--- src/hw/rtl/kpc_pkg.sv ---
`timescale 1ns / 1ps

package kpc_pkg;

    // fixed field widths
    localparam int MASK_W      = 8;
    localparam int CNT_W       = 8;
    localparam int EV_KEY_W    = 3;
    localparam int OCC_OUT_W   = 5;
    localparam int S_TDATA_W   = 8;
    localparam int M_TDATA_W   = 16;
    localparam int CFG_IDX_W   = 2;
    localparam int CFG_DATA_W  = 8;
    localparam int KEYS_USE_W  = 4;

    localparam logic [CNT_W-1:0] CNT_MAX = 8'd255;

    // parameter defaults
    localparam int KEYS_DEFAULT        = 8;
    localparam int QUEUE_DEPTH_DEFAULT = 16;

    // register reset values
    localparam logic [KEYS_USE_W-1:0] KEYS_IN_USE_RST = 4'd8;
    localparam logic [CNT_W-1:0]      SHORT_THR_RST   = 8'd3;
    localparam logic [CNT_W-1:0]      LONG_THR_RST    = 8'd50;
    localparam logic [CNT_W-1:0]      RELOAD_RST      = 8'd40;

    // register indexes
    localparam logic [CFG_IDX_W-1:0] REG_KEYS_IN_USE = 2'd0;
    localparam logic [CFG_IDX_W-1:0] REG_SHORT_THR   = 2'd1;
    localparam logic [CFG_IDX_W-1:0] REG_LONG_THR    = 2'd2;
    localparam logic [CFG_IDX_W-1:0] REG_RELOAD      = 2'd3;

    // item kinds and event kinds
    localparam logic KIND_TICK = 1'b0;
    localparam logic KIND_POP  = 1'b1;
    localparam logic EV_SHORT  = 1'b0;
    localparam logic EV_LONG   = 1'b1;

    typedef struct packed {
        logic [CNT_W-1:0] short_thr;
        logic [CNT_W-1:0] long_thr;
        logic [CNT_W-1:0] reload;
    } kpc_cfg_t;

    typedef struct packed {
        logic                valid;
        logic [EV_KEY_W-1:0] key;
        logic                kind;
    } kpc_push_t;

    typedef struct packed {
        logic full;
        logic empty;
    } kpc_qstat_t;

    typedef enum logic [3:0] {
        ST_IDLE  = 4'b0001,
        ST_DRAIN = 4'b0010,
        ST_READ  = 4'b0100,
        ST_DONE  = 4'b1000
    } kpc_state_t;

endpackage

--- src/hw/rtl/kpc_ram.sv ---
`timescale 1ns / 1ps

module kpc_ram #(
    parameter int WIDTH = 4,
    parameter int DEPTH = 16
) (
    input  logic                     aclk,
    input  logic                     wr_en,
    input  logic [$clog2(DEPTH)-1:0] wr_addr,
    input  logic [WIDTH-1:0]         wr_data,
    input  logic                     rd_en,
    input  logic [$clog2(DEPTH)-1:0] rd_addr,
    output logic [WIDTH-1:0]         rd_data
);

    logic [WIDTH-1:0] mem [DEPTH];
    logic [WIDTH-1:0] rd_data_reg;

    always_ff @(posedge aclk) begin
        if (wr_en) begin
            mem[wr_addr] <= wr_data;
        end
        if (rd_en) begin
            rd_data_reg <= mem[rd_addr];
        end
    end

    assign rd_data = rd_data_reg;

endmodule

--- src/hw/rtl/kpc_lane.sv ---
`timescale 1ns / 1ps

module kpc_lane (
    input  logic              aclk,
    input  logic              aresetn,
    input  logic              step,
    input  logic              enable,
    input  logic              held,
    input  kpc_pkg::kpc_cfg_t cfg,
    output logic              ev_valid,
    output logic              ev_kind
);
    import kpc_pkg::*;

    logic [CNT_W-1:0] cnt_reg, cnt_next;
    logic [CNT_W-1:0] c_inc, c_upd;
    logic             hit_short, hit_long;

    always_comb begin
        c_inc     = (cnt_reg == CNT_MAX) ? cnt_reg : cnt_reg + CNT_W'(1);
        hit_short = (c_inc == cfg.short_thr);
        hit_long  = !hit_short && (c_inc == cfg.long_thr);
        if (!held) begin
            c_upd = '0;
        end else if (hit_long) begin
            c_upd = cfg.reload;
        end else begin
            c_upd = c_inc;
        end
        ev_valid = enable && held && (hit_short || hit_long);
        ev_kind  = hit_long ? EV_LONG : EV_SHORT;
        cnt_next = (step && enable) ? c_upd : cnt_reg;
    end

    always_ff @(posedge aclk) begin
        if (!aresetn) begin
            cnt_reg <= '0;
        end else begin
            cnt_reg <= cnt_next;
        end
    end

endmodule

--- src/hw/rtl/kpc_merge.sv ---
`timescale 1ns / 1ps

module kpc_merge #(
    parameter int KEYS = kpc_pkg::KEYS_DEFAULT
) (
    input  logic               aclk,
    input  logic               aresetn,
    input  logic               load,
    input  logic [KEYS-1:0]    ev_valid,
    input  logic [KEYS-1:0]    ev_kind,
    input  logic               advance,
    output kpc_pkg::kpc_push_t push
);
    import kpc_pkg::*;

    logic [KEYS-1:0] pending_reg, pending_next;
    logic [KEYS-1:0] kinds_reg, kinds_next;

    // lowest pending key goes first, keeping key order
    always_comb begin
        push.valid = |pending_reg;
        push.key   = '0;
        push.kind  = EV_SHORT;
        for (int i = KEYS - 1; i >= 0; i--) begin
            if (pending_reg[i]) begin
                push.key  = EV_KEY_W'(i);
                push.kind = kinds_reg[i];
            end
        end
    end

    always_comb begin
        pending_next = pending_reg;
        kinds_next   = kinds_reg;
        if (load) begin
            pending_next = ev_valid;
            kinds_next   = ev_kind;
        end else if (advance) begin
            pending_next = pending_reg & (pending_reg - KEYS'(1));
        end
    end

    always_ff @(posedge aclk) begin
        if (!aresetn) begin
            pending_reg <= '0;
        end else begin
            pending_reg <= pending_next;
        end
        kinds_reg <= kinds_next;
    end

endmodule

--- src/hw/rtl/kpc_queue.sv ---
`timescale 1ns / 1ps

module kpc_queue #(
    parameter int QUEUE_DEPTH = kpc_pkg::QUEUE_DEPTH_DEFAULT
) (
    input  logic                             aclk,
    input  logic                             aresetn,
    input  kpc_pkg::kpc_push_t               push,
    input  logic                             pop,
    output kpc_pkg::kpc_qstat_t              status,
    output logic [kpc_pkg::OCC_OUT_W-1:0]    occ_out,
    output logic [kpc_pkg::EV_KEY_W-1:0]     rd_key,
    output logic                             rd_kind
);
    import kpc_pkg::*;

    localparam int PTR_W  = $clog2(QUEUE_DEPTH);
    localparam int OCC_W  = $clog2(QUEUE_DEPTH + 1);
    localparam int WORD_W = EV_KEY_W + 1;

    logic [PTR_W-1:0] wr_ptr_reg, wr_ptr_next;
    logic [PTR_W-1:0] rd_ptr_reg, rd_ptr_next;
    logic [OCC_W-1:0] occ_reg, occ_next;
    logic             do_push, do_pop;
    logic [WORD_W-1:0] rd_word;
    logic [OCC_W+OCC_OUT_W-1:0] occ_wide;

    assign status.full  = (occ_reg == OCC_W'(QUEUE_DEPTH));
    assign status.empty = (occ_reg == '0);
    assign do_push = push.valid && !status.full;
    assign do_pop  = pop && !status.empty;

    always_comb begin
        wr_ptr_next = wr_ptr_reg;
        rd_ptr_next = rd_ptr_reg;
        occ_next    = occ_reg;
        if (do_push) begin
            wr_ptr_next = (wr_ptr_reg == PTR_W'(QUEUE_DEPTH - 1)) ? '0
                                                                  : wr_ptr_reg + PTR_W'(1);
        end
        if (do_pop) begin
            rd_ptr_next = (rd_ptr_reg == PTR_W'(QUEUE_DEPTH - 1)) ? '0
                                                                  : rd_ptr_reg + PTR_W'(1);
        end
        if (do_push && !do_pop) begin
            occ_next = occ_reg + OCC_W'(1);
        end else if (do_pop && !do_push) begin
            occ_next = occ_reg - OCC_W'(1);
        end
    end

    always_ff @(posedge aclk) begin
        if (!aresetn) begin
            wr_ptr_reg <= '0;
            rd_ptr_reg <= '0;
            occ_reg    <= '0;
        end else begin
            wr_ptr_reg <= wr_ptr_next;
            rd_ptr_reg <= rd_ptr_next;
            occ_reg    <= occ_next;
        end
    end

    kpc_ram #(
        .WIDTH (WORD_W),
        .DEPTH (QUEUE_DEPTH)
    ) u_ram (
        .aclk    (aclk),
        .wr_en   (do_push),
        .wr_addr (wr_ptr_reg),
        .wr_data ({push.kind, push.key}),
        .rd_en   (do_pop),
        .rd_addr (rd_ptr_reg),
        .rd_data (rd_word)
    );

    assign rd_key   = rd_word[EV_KEY_W-1:0];
    assign rd_kind  = rd_word[EV_KEY_W];
    assign occ_wide = {{OCC_OUT_W{1'b0}}, occ_reg};
    assign occ_out  = occ_wide[OCC_OUT_W-1:0];

endmodule

--- src/hw/rtl/key_press_classifier_fifo_unit.sv ---
`timescale 1ns / 1ps

// channel  | dir | ports                       | contents (low bit first)
// ---------+-----+-----------------------------+-------------------------------------------
// input    | in  | s_tvalid s_tready s_tdata   | tdata: pressed_mask[7:0]
//          |     | s_tuser                     | tuser: kind (0 scan tick, 1 pop)
// result   | out | m_tvalid m_tready m_tdata   | tdata: scan_had_event, dropped, event_valid,
//          |     |                             |   event_key[2:0], event_kind,
//          |     |                             |   events_waiting[4:0], zero pad to 16
// config   | in  | cfg_we cfg_index cfg_wdata  | 0 keys_in_use, 1 short, 2 long, 3 reload
//
// one item at a time. in a scan tick all key lanes update in the accept cycle, then the
// event queue, which has one write port, takes one event per cycle until the merge is
// empty, and the done state forms the result. a pop reads the queue ram in the accept
// cycle (the read is registered) and takes the word in the read state, or goes straight
// to done on an empty queue. the next item is taken while the result beat still waits
// in the output register; a stalled result holds the block only once its next result is
// ready. reset is synchronous, active low, with no clearing pass.

module key_press_classifier_fifo_unit #(
    parameter int KEYS        = kpc_pkg::KEYS_DEFAULT,
    parameter int QUEUE_DEPTH = kpc_pkg::QUEUE_DEPTH_DEFAULT
) (
    input  logic                            aclk,
    input  logic                            aresetn,
    input  logic                            s_tvalid,
    output logic                            s_tready,
    input  logic [kpc_pkg::S_TDATA_W-1:0]   s_tdata,   // pressed_mask
    input  logic [0:0]                      s_tuser,   // kind
    output logic                            m_tvalid,
    input  logic                            m_tready,
    output logic [kpc_pkg::M_TDATA_W-1:0]   m_tdata,   // had_event, dropped, event_valid,
                                                       // event_key, event_kind,
                                                       // events_waiting
    input  logic                            cfg_we,
    input  logic [kpc_pkg::CFG_IDX_W-1:0]   cfg_index,
    input  logic [kpc_pkg::CFG_DATA_W-1:0]  cfg_wdata
);
    import kpc_pkg::*;

    kpc_state_t state_reg, state_next;

    logic [KEYS_USE_W-1:0] keys_in_use_reg;
    kpc_cfg_t              cfg_reg;

    logic                  accept, tick_acc, pop_acc;
    logic [KEYS-1:0]       lane_ev, lane_kind;
    kpc_push_t             push;
    kpc_qstat_t            qstat;
    logic [OCC_OUT_W-1:0]  occ_out;
    logic [EV_KEY_W-1:0]   rd_key;
    logic                  rd_kind;
    logic                  pop_go, out_free;

    logic                  had_reg, had_next;
    logic                  lost_reg, lost_next;
    logic                  evv_reg, evv_next;
    logic [EV_KEY_W-1:0]   key_reg, key_next;
    logic                  kind_reg, kind_next;

    logic                  m_tvalid_reg, m_tvalid_next;
    logic [M_TDATA_W-1:0]  m_tdata_reg, m_tdata_next;

    assign s_tready = (state_reg == ST_IDLE);
    assign accept   = s_tvalid && s_tready;
    assign tick_acc = accept && (s_tuser[0] == KIND_TICK);
    assign pop_acc  = accept && (s_tuser[0] == KIND_POP);
    assign pop_go   = pop_acc && !qstat.empty;
    assign out_free = !m_tvalid_reg || m_tready;

    // configuration registers
    always_ff @(posedge aclk) begin
        if (!aresetn) begin
            keys_in_use_reg   <= KEYS_IN_USE_RST;
            cfg_reg.short_thr <= SHORT_THR_RST;
            cfg_reg.long_thr  <= LONG_THR_RST;
            cfg_reg.reload    <= RELOAD_RST;
        end else if (cfg_we) begin
            case (cfg_index)
                REG_KEYS_IN_USE: keys_in_use_reg   <= cfg_wdata[KEYS_USE_W-1:0];
                REG_SHORT_THR:   cfg_reg.short_thr <= cfg_wdata[CNT_W-1:0];
                REG_LONG_THR:    cfg_reg.long_thr  <= cfg_wdata[CNT_W-1:0];
                REG_RELOAD:      cfg_reg.reload    <= cfg_wdata[CNT_W-1:0];
                default: ;
            endcase
        end
    end

    // one lane per key slot
    for (genvar g = 0; g < KEYS; g++) begin : g_lane
        logic lane_held;
        logic lane_en;

        if (g < MASK_W) begin : g_mask
            assign lane_held = s_tdata[g];
        end else begin : g_nomask
            assign lane_held = 1'b0;
        end

        assign lane_en = (32'(keys_in_use_reg) > 32'(g));

        kpc_lane u_lane (
            .aclk     (aclk),
            .aresetn  (aresetn),
            .step     (tick_acc),
            .enable   (lane_en),
            .held     (lane_held),
            .cfg      (cfg_reg),
            .ev_valid (lane_ev[g]),
            .ev_kind  (lane_kind[g])
        );
    end

    kpc_merge #(
        .KEYS (KEYS)
    ) u_merge (
        .aclk     (aclk),
        .aresetn  (aresetn),
        .load     (tick_acc),
        .ev_valid (lane_ev),
        .ev_kind  (lane_kind),
        .advance  (state_reg == ST_DRAIN),
        .push     (push)
    );

    kpc_queue #(
        .QUEUE_DEPTH (QUEUE_DEPTH)
    ) u_queue (
        .aclk    (aclk),
        .aresetn (aresetn),
        .push    (push),
        .pop     (pop_go),
        .status  (qstat),
        .occ_out (occ_out),
        .rd_key  (rd_key),
        .rd_kind (rd_kind)
    );

    always_comb begin
        state_next    = state_reg;
        had_next      = had_reg;
        lost_next     = lost_reg;
        evv_next      = evv_reg;
        key_next      = key_reg;
        kind_next     = kind_reg;
        m_tvalid_next = m_tvalid_reg && !m_tready;
        m_tdata_next  = m_tdata_reg;
        case (state_reg)
            ST_IDLE: begin
                if (tick_acc) begin
                    had_next   = |lane_ev;
                    lost_next  = 1'b0;
                    evv_next   = 1'b0;
                    key_next   = '0;
                    kind_next  = EV_SHORT;
                    state_next = ST_DRAIN;
                end else if (pop_acc) begin
                    had_next   = 1'b0;
                    lost_next  = 1'b0;
                    evv_next   = !qstat.empty;
                    key_next   = '0;
                    kind_next  = EV_SHORT;
                    state_next = qstat.empty ? ST_DONE : ST_READ;
                end
            end
            ST_DRAIN: begin
                if (push.valid) begin
                    if (qstat.full) begin
                        lost_next = 1'b1;
                    end
                end else begin
                    state_next = ST_DONE;
                end
            end
            ST_READ: begin
                key_next   = rd_key;
                kind_next  = rd_kind;
                state_next = ST_DONE;
            end
            ST_DONE: begin
                if (out_free) begin
                    m_tvalid_next = 1'b1;
                    m_tdata_next  = {{(M_TDATA_W - OCC_OUT_W - EV_KEY_W - 4){1'b0}},
                                     occ_out, kind_reg, key_reg, evv_reg, lost_reg, had_reg};
                    state_next    = ST_IDLE;
                end
            end
            default: begin
                state_next = ST_IDLE;
            end
        endcase
    end

    always_ff @(posedge aclk) begin
        if (!aresetn) begin
            state_reg    <= ST_IDLE;
            m_tvalid_reg <= 1'b0;
        end else begin
            state_reg    <= state_next;
            m_tvalid_reg <= m_tvalid_next;
        end
        had_reg     <= had_next;
        lost_reg    <= lost_next;
        evv_reg     <= evv_next;
        key_reg     <= key_next;
        kind_reg    <= kind_next;
        m_tdata_reg <= m_tdata_next;
    end

    assign m_tvalid = m_tvalid_reg;
    assign m_tdata  = m_tdata_reg;

endmodule

--- config.mk ---
export PLATFORM = sky130hd
export DESIGN_NAME = key_press_classifier_fifo_unit
export DESIGN_NICKNAME = d
export VERILOG_FILES = /design/src/hw/rtl/kpc_pkg.sv /design/src/hw/rtl/kpc_ram.sv /design/src/hw/rtl/kpc_lane.sv /design/src/hw/rtl/kpc_merge.sv /design/src/hw/rtl/kpc_queue.sv /design/src/hw/rtl/key_press_classifier_fifo_unit.sv
export SDC_FILE = /design/constraint.sdc
export NUM_CORES = 1
export LEC_CHECK = 0
export BUFFER_PORTS_ARGS = -buffer_cell sky130_fd_sc_hd__buf_2
export CAP_MARGIN = 5
export CORE_MARGIN = 2
export CORE_UTILIZATION = 45
export DETAILED_ROUTE_END_ITERATION = 6
export HOLD_SLACK_MARGIN = 0.05
export PLACE_DENSITY = 0.64
export SETUP_SLACK_MARGIN = 0.3
export SLEW_MARGIN = 40
export SYNTH_ARGS = -nofsm -noshare
export SYNTH_HDL_FRONTEND = slang
export SYNTH_SLANG_ARGS = --single-unit
--- constraint.sdc ---
create_clock -name aclk -period 2.92 [get_ports aclk]
set_input_delay 0.146 -clock aclk [delete_from_list [all_inputs] [get_ports aclk]]
set_output_delay 0.146 -clock aclk [all_outputs]
set_load 0.02 [all_outputs]
After elaboration in Yosys (flattened, before gate mapping)
Memories as Yosys holds them, arrays and structs flattened. A register that Yosys moved wholly into a read port is not among the register bits.
Index checks and enable logic that the tools add are counted.

storage, ports and cells
  register bits = 145
  RAM bits = 64
  bits of input ports = 24
  output and inout port bits = 18
  memories kept = 1

memories
  memory             depth  width  read ports  clocked after Yosys merged registers in  write ports  line           text
  u_queue.u_ram.mem  16     4      1           1                                        1            kpc_ram.sv:16  logic [WIDTH-1:0] mem [DEPTH];

cells by class
  add/subtract/negate cells = 13
  $lt $le $gt $ge = 8
  equality and inequality tests = 39
  muxes and demuxes = 67
  bitwise gates (word level) = 2
  reduce and logical (&&, ||, !) cells = 82

operator list
  cell                                                count
  two-way mux 8 bit                                   26
  == test 8 bit                                       16
  adder 8 x 1 -> 8 bit, second input constant         8
  == test 8 bit, second input constant                8
  two-way mux 4 bit                                   15
  logical AND 1 bit                                   41
  two-way mux 1 bit                                   18
  > comparator 4 x 3 -> 1 bit, second input constant  4
  one-hot mux 4 bit (4 select lines)                  1
  OR reduction 8 bit                                  2
  zero test 1 bit                                     14
  AND reduction 2 bit                                 7
  == test 4 bit, second input constant                3
  two-way mux 5 bit                                   2
  nonzero test 2 bit                                  5
  logical OR 1 bit                                    9
  adder 4 x 1 -> 4 bit, second input constant         2
  bitwise AND 8 bit                                   1
  > comparator 4 x 1 -> 1 bit, second input constant  2
  > comparator 4 x 2 -> 1 bit, second input constant  2
  subtractor 8 x 1 -> 8 bit, second input constant    1
  two-way mux 3 bit                                   2
  one-hot mux 3 bit (2 select lines)                  1
  adder 5 x 1 -> 5 bit, second input constant         1
  other kinds (16)                                    20

Depth between registers and ports, before layout
  word-level depth = 9
  mapped depth = 13
  depth with buffers taken out = 12

Modules after synthesis
Synthesis repeated with hierarchy kept, for this count alone.

second synthesis, totals
  cell total of the unflattened synthesis = 1662
  area total of the unflattened synthesis = 14868.0 sq um

modules (own cells, without submodules)
  module                          times used  cells each  area each (sq um)  sequential area each (sq um)
  kpc_lane                        8           148         1071.0             160.2
  kpc_ram                         1           130         2706.3             2042.0
  key_press_classifier_fifo_unit  1           185         2068.2             1231.2
  kpc_queue                       1           85          774.5              260.2
  kpc_merge                       1           78          750.7              400.4

Worst setup path after synthesis
OpenSTA, ideal clock, no wires.

  path kind = register to register
  from = register state_reg[1]
  to = register u_queue.occ_reg[4] (netlist: u_queue.occ_out[4])
  setup time = 0.076 ns
  arrival time = 2.974 ns
  data required time = 2.844 ns
  slack = -0.129 ns
  cell stages (with the launch flop) = 13
  period minus slack after synthesis = 3.049 ns
  path through = dfxtp_1 nor4b_2 nand2_1 nor2_1 nand2_1 ha_1 inv_1 ha_1 a21o_1 a21oi_1 xnor2_1 or3_1 a21boi_0

between the ends
  word-level cells in the longest chain between the ends = 8
  elaborated cells on any way between the ends = 10
  classes of those cells = eq/ne: 1; mux: 1; reduce/logical: 8

ends and longest elaborated chain
  element                                                         line                                   text
  from (decl)                                                     key_press_classifier_fifo_unit.sv:41   kpc_state_t state_reg, state_next;
  from (signal assigned)                                          key_press_classifier_fifo_unit.sv:199  state_reg <= state_next;
  == test 4 x 1 -> 1 bit *                                        key_press_classifier_fifo_unit.sv:64   assign s_tready = (state_reg == ST_IDLE);
  named net s_tready                                              key_press_classifier_fifo_unit.sv:27   output logic s_tready,
  logical AND 1 bit *                                             key_press_classifier_fifo_unit.sv:65   assign accept = s_tvalid && s_tready;
  logical AND 1 bit *                                             key_press_classifier_fifo_unit.sv:67   assign pop_acc = accept && (s_tuser[0] == KIND_POP);
  logical AND 1 bit *                                             key_press_classifier_fifo_unit.sv:68   assign pop_go = pop_acc && !qstat.empty;
  logical AND 1 bit *                                             kpc_queue.sv:31                        assign do_pop = pop && !status.empty;
  zero test 1 bit                                                 kpc_queue.sv:45                        if (do_push && !do_pop) begin
  logical AND 1 bit                                               kpc_queue.sv:45
  two-way mux 5 bit / nonzero test 2 bit (equally long branches)  n/a
  to (signal assigned)                                            kpc_queue.sv:60                        occ_reg <= occ_next;
  to (decl)                                                       kpc_queue.sv:23                        logic [OCC_W-1:0] occ_reg, occ_next;

Mark *: on every way through the listed nets, which the timed path passes. The rest lies on a longest branch.
A chain may end at the register's enable or synchronous reset.

Final worst setup path
  from = register g_lane[4].u_lane.cnt_reg[1]
  to = register g_lane[4].u_lane.cnt_reg[0]

between the ends
  word-level cells in the longest chain between the ends = 7
  elaborated cells on any way between the ends = 9
  classes of those cells = add/sub: 1; eq/ne: 3; mux: 3; reduce/logical: 2

ends and longest elaborated chain
  element                                                       line            text
  from (decl)                                                   kpc_lane.sv:15  logic [CNT_W-1:0] cnt_reg, cnt_next;
  from (signal assigned)                                        kpc_lane.sv:39  cnt_reg <= cnt_next;
  adder 8 x 1 -> 8 bit / == test 8 bit (equally long branches)  kpc_lane.sv:20  c_inc = (cnt_reg == CNT_MAX) ? cnt_reg : cnt_reg + CNT_W'(1);
  two-way mux 8 bit *                                           kpc_lane.sv:20
  == test 8 bit                                                 kpc_lane.sv:21  hit_short = (c_inc == cfg.short_thr);
  zero test 1 bit                                               kpc_lane.sv:22  hit_long = !hit_short && (c_inc == cfg.long_thr);
  logical AND 1 bit                                             kpc_lane.sv:22
  two-way mux 8 bit *                                           kpc_lane.sv:25  end else if (hit_long) begin
  two-way mux 8 bit *                                           kpc_lane.sv:23  if (!held) begin

Mark *: on every way between the ends. The rest lies on a longest branch, timed or not.

==> results.py <==
metrics = {
    "power_and_ir_drop": {
        "ir_drop_uv": 475,
        "p_clk_frac": 0.357,
        "power.density_nw_per_um2": 474,
        "switching_power_uw": 2600,
        "swShare": 0.298,
        "internal_power_uw": 6140,
        "combPwrFrac": 0.233,
        "power.leakage_uw": 0.00674,
        "pwr-share-seq": 0.410,
    },
    "clocking": {
        "clock_path_buffers": 3,
        "clkTransAtPathRegs_ps": 60,
        "root_buffer": "clkbuf_16",
        "cts_buffers": 25,
        "cts_max_level": 1,
        "cts.sinks": 213,
        "cts_tree": "yes",
        "clk_latency_ps": 540,
    },
    "routing": {
        "drtPass1Iterations": 6,
        "final_antenna_net_count": 0,
        "wl_per_cell_um": 21.2,
        "drc_errors": 0,
        "drt_iter0_drc": 1355,
        "routed-via-count": 13709,
        "viasPerCell": 6.11,
        "wl_um": 47400,
    },
    "sta": {
        "worstMarginPinSlew_ps": 989,
        "slew_headroom": 0.339,
        "finalSetupViolations": 0,
        "fin_setup_tns_ps": 0,
        "fin_crit_sh": 0.942,
        "max_freq_ghz": 0.364,
        "holdWs_ps": 100,
        "rsz0062_at_grt": "yes",
        "setup_slack_ps": 170,
        "drv_slew": 0,
        "hold_viol": 0,
        "post-route-min-period_ps": 2750,
        "skew_ps": 21.0,
    },
    "yosys": {
        "synth_seq_cells": 213,
        "yosysTopAreaCell": "edfxtp_1",
        "synth_edf_count": 95,
        "synthDominantCellAreaShare": 0.197,
        "yosysSeqAreaShare": 0.360,
        "yosys_warnings": 0,
        "netlist_area_sq_um": 14500,
        "synth_flop_cell": "dfxtp_1",
        "syn_avg_cell_area_sq_um": 8.80,
        "synth_cells": 1648,
        "post_synth_num_cell_types": 103,
        "synth_area_leaders": "edfxtp_1 20%, dfxtp_1 16%, xnor2_1 4.8%, nand2_1 4.7%, mux2i_1 4.6%",
        "ys_async_sr_fraction": 0,
    },
    "cells_and_area": {
        "multi_input_area_sq_um": 9460,
        "diodes": 0,
        "fin_cells": 2243,
        "finalNetCount": 1865,
        "drive_above_1_share": 0.306,
        "layout_common_cells": "198 x buf_4, 176 x nand2_1, 104 x nor2_1, 95 x edfxtp_1, 75 x o21ai_0",
        "fillers": 2729,
        "area_delta_synth_final_pct": 27.2,
        "final_common_cell": "buf_4",
        "seq_area_sq_um": 5310,
    },
    "floorplanning": {
        "ios": 42,
        "rows": 65,
        "die-area_sq_um": 33700,
        "start_util": 0.458,
        "die_x_um": 183,
        "die_y_um": 183,
        "core_area_sq_um": 31600,
    },
    "setup_path": {
        "reg2reg_to": "g_lane[4].u_lane.cnt_reg[0]$_SDFFE_PN0P_",
        "crit_fanout": 5,
        "r2r_start": "g_lane[4].u_lane.cnt_reg[1]$_SDFFE_PN0P_",
        "start_kind": "flop",
        "path_class": "flop to flop",
        "reg2reg_slack_ps": 170,
        "endpoint_kind": "flop",
        "required_ps": 3350,
        "cp.arrival_ps": 3180,
        "rr_worst_depth": 10,
    },
    "global_route": {
        "grt_pass1_vias": 12618,
        "grt_max_degree": 79,
        "grt_pass1_wl_um": 72200,
        "antenna_found_initial": 0,
        "gr-total-overflow": 0,
        "grt_use_total": 0.273,
    },
    "hold_path": {
        "min_path_cells": 4,
        "whs_endpoint": "g_lane[5].u_lane.cnt_reg[0]$_SDFFE_PN0P_",
        "holdCritStartpoint": "s_tdata[5]",
        "hp-class": "input port to flop",
    },
    "placed_design": {
        "numPortBuffers": 37,
        "place.gp.congestion": 0.966,
        "place_ws_ps": -5.41,
        "hpwl_um": 33100,
        "dp.cells": 2121,
    },
    "flow_run": {
        "cap_viol_max_count": 0,
    },
    "run_status": {
        "status": "completed",
    },
}
-- power groups by stage --
stage / clock [uW] / sequential, uW / combinational [uW]
5_1_grt: 3290 / 3600 / 2230
3_3_place_gp: 0 / 3620 / 1780
4_1_cts: 3170 / 3570 / 1910
2_1_floorplan: 0 / 3570 / 1230
3_5_place_dp: 0 / 3630 / 1810
6_report: 3130 / 3580 / 2040
-- layer usage --
metal,part of all wire,global-route usage,up-vias
met5,0,0,-
met4,0.042,0.109,0
met3,0.064,0.0347,120
met2,0.46,0.434,555
met1,0.43,0.377,6639
li1,-,-,6395
-- worst max-delay path by stage --
stage,endpoint,start,cells after the start
floorplan,g_lane[6].u_lane.cnt_reg[0]$_SDFFE_PN0P_,g_lane[6].u_lane.cnt_reg[1]$_SDFFE_PN0P_,11
global placement,g_lane[3].u_lane.cnt_reg[0]$_SDFFE_PN0P_,g_lane[3].u_lane.cnt_reg[0]$_SDFFE_PN0P_,10
detailed placement,g_lane[1].u_lane.cnt_reg[5]$_SDFFE_PN0P_,cfg_reg[17]$_SDFFE_PN1P_,10
CTS,g_lane[6].u_lane.cnt_reg[0]$_SDFFE_PN0P_,g_lane[6].u_lane.cnt_reg[1]$_SDFFE_PN0P_,10
global route,had_reg$_SDFFCE_PN0P_,g_lane[0].u_lane.cnt_reg[0]$_SDFFE_PN0P_,13
finish,g_lane[4].u_lane.cnt_reg[0]$_SDFFE_PN0P_,g_lane[4].u_lane.cnt_reg[1]$_SDFFE_PN0P_,10
-- what timing repair did --
action | 4_1_cts | 5_1_grt
hold buffers | 16 | 0
hold endpoints to repair | 36 | 0
gates cloned | 2 | 2
pin swaps | 31 | 66
setup buffers | 17 | 40
setup endpoints to repair | 73 | 72
gates resized for setup | 111 | 175
-- through the flow --
| step | power (uW) | util | cell area [sq um] |
|---|---|---|---|
| after floorplan | 4800 | - | 14700 |
| after global placement | 5410 | 0.507 | 16000 |
| after detailed placement | 5440 | 0.507 | 16000 |
| after CTS | 8650 | 0.553 | 17500 |
| after global routing | 9120 | 0.583 | 18400 |
| final | 8750 | 0.583 | 18400 |
-- layout make-up --
| cell class | instances | area share |
|---|---|---|
| well taps | 402 | 0.0273 |
| multi-input cells | 1260 | 0.513 |
| inverters | 47 | 0.00977 |
| clock inverters | 11 | 0.00679 |
| clock buffers | 34 | 0.0368 |
| flip-flops and latches | 213 | 0.288 |
| repair buffers | 276 | 0.118 |
-- worst max-delay path: stages (launching register included) --
cell	delay [ps]
dfxtp_4	380
buf_4	130
buf_4	120
and4_1	260
a21boi_2	280
or3_1	150
o211ai_1	210
or4_4	660
mux2_4	330
nand2_2	60
a21boi_1	50
-- synthesized netlist by cell type, drive strengths merged (24+ instances only) --
cell / number
nor3: 38
mux2i: 66
edfxtp: 95
a21boi: 27
clkbuf: 68
nor2b: 38
and2: 39
a21oi: 73
xor2: 33
nand3: 55
nor2: 108
and3: 24
dfxtp: 118
xnor2: 79
nand2: 183
nand4: 28
buf: 66
a31oi: 28
inv: 45
o21ai: 115
-- cells by family after synthesis --
logic type / synth area share
AO/OA/AOI/OAI: 0.183
XOR/XNOR: 0.0677
adder cells (fa/ha/maj): 0.0161
buffers and inverters: 0.0570
flip-flops: 0.360
multiplexers: 0.0836
other: 0.000259
AND/OR/NAND/NOR: 0.233
Note: power is estimated with default switching activity, not from simulation.
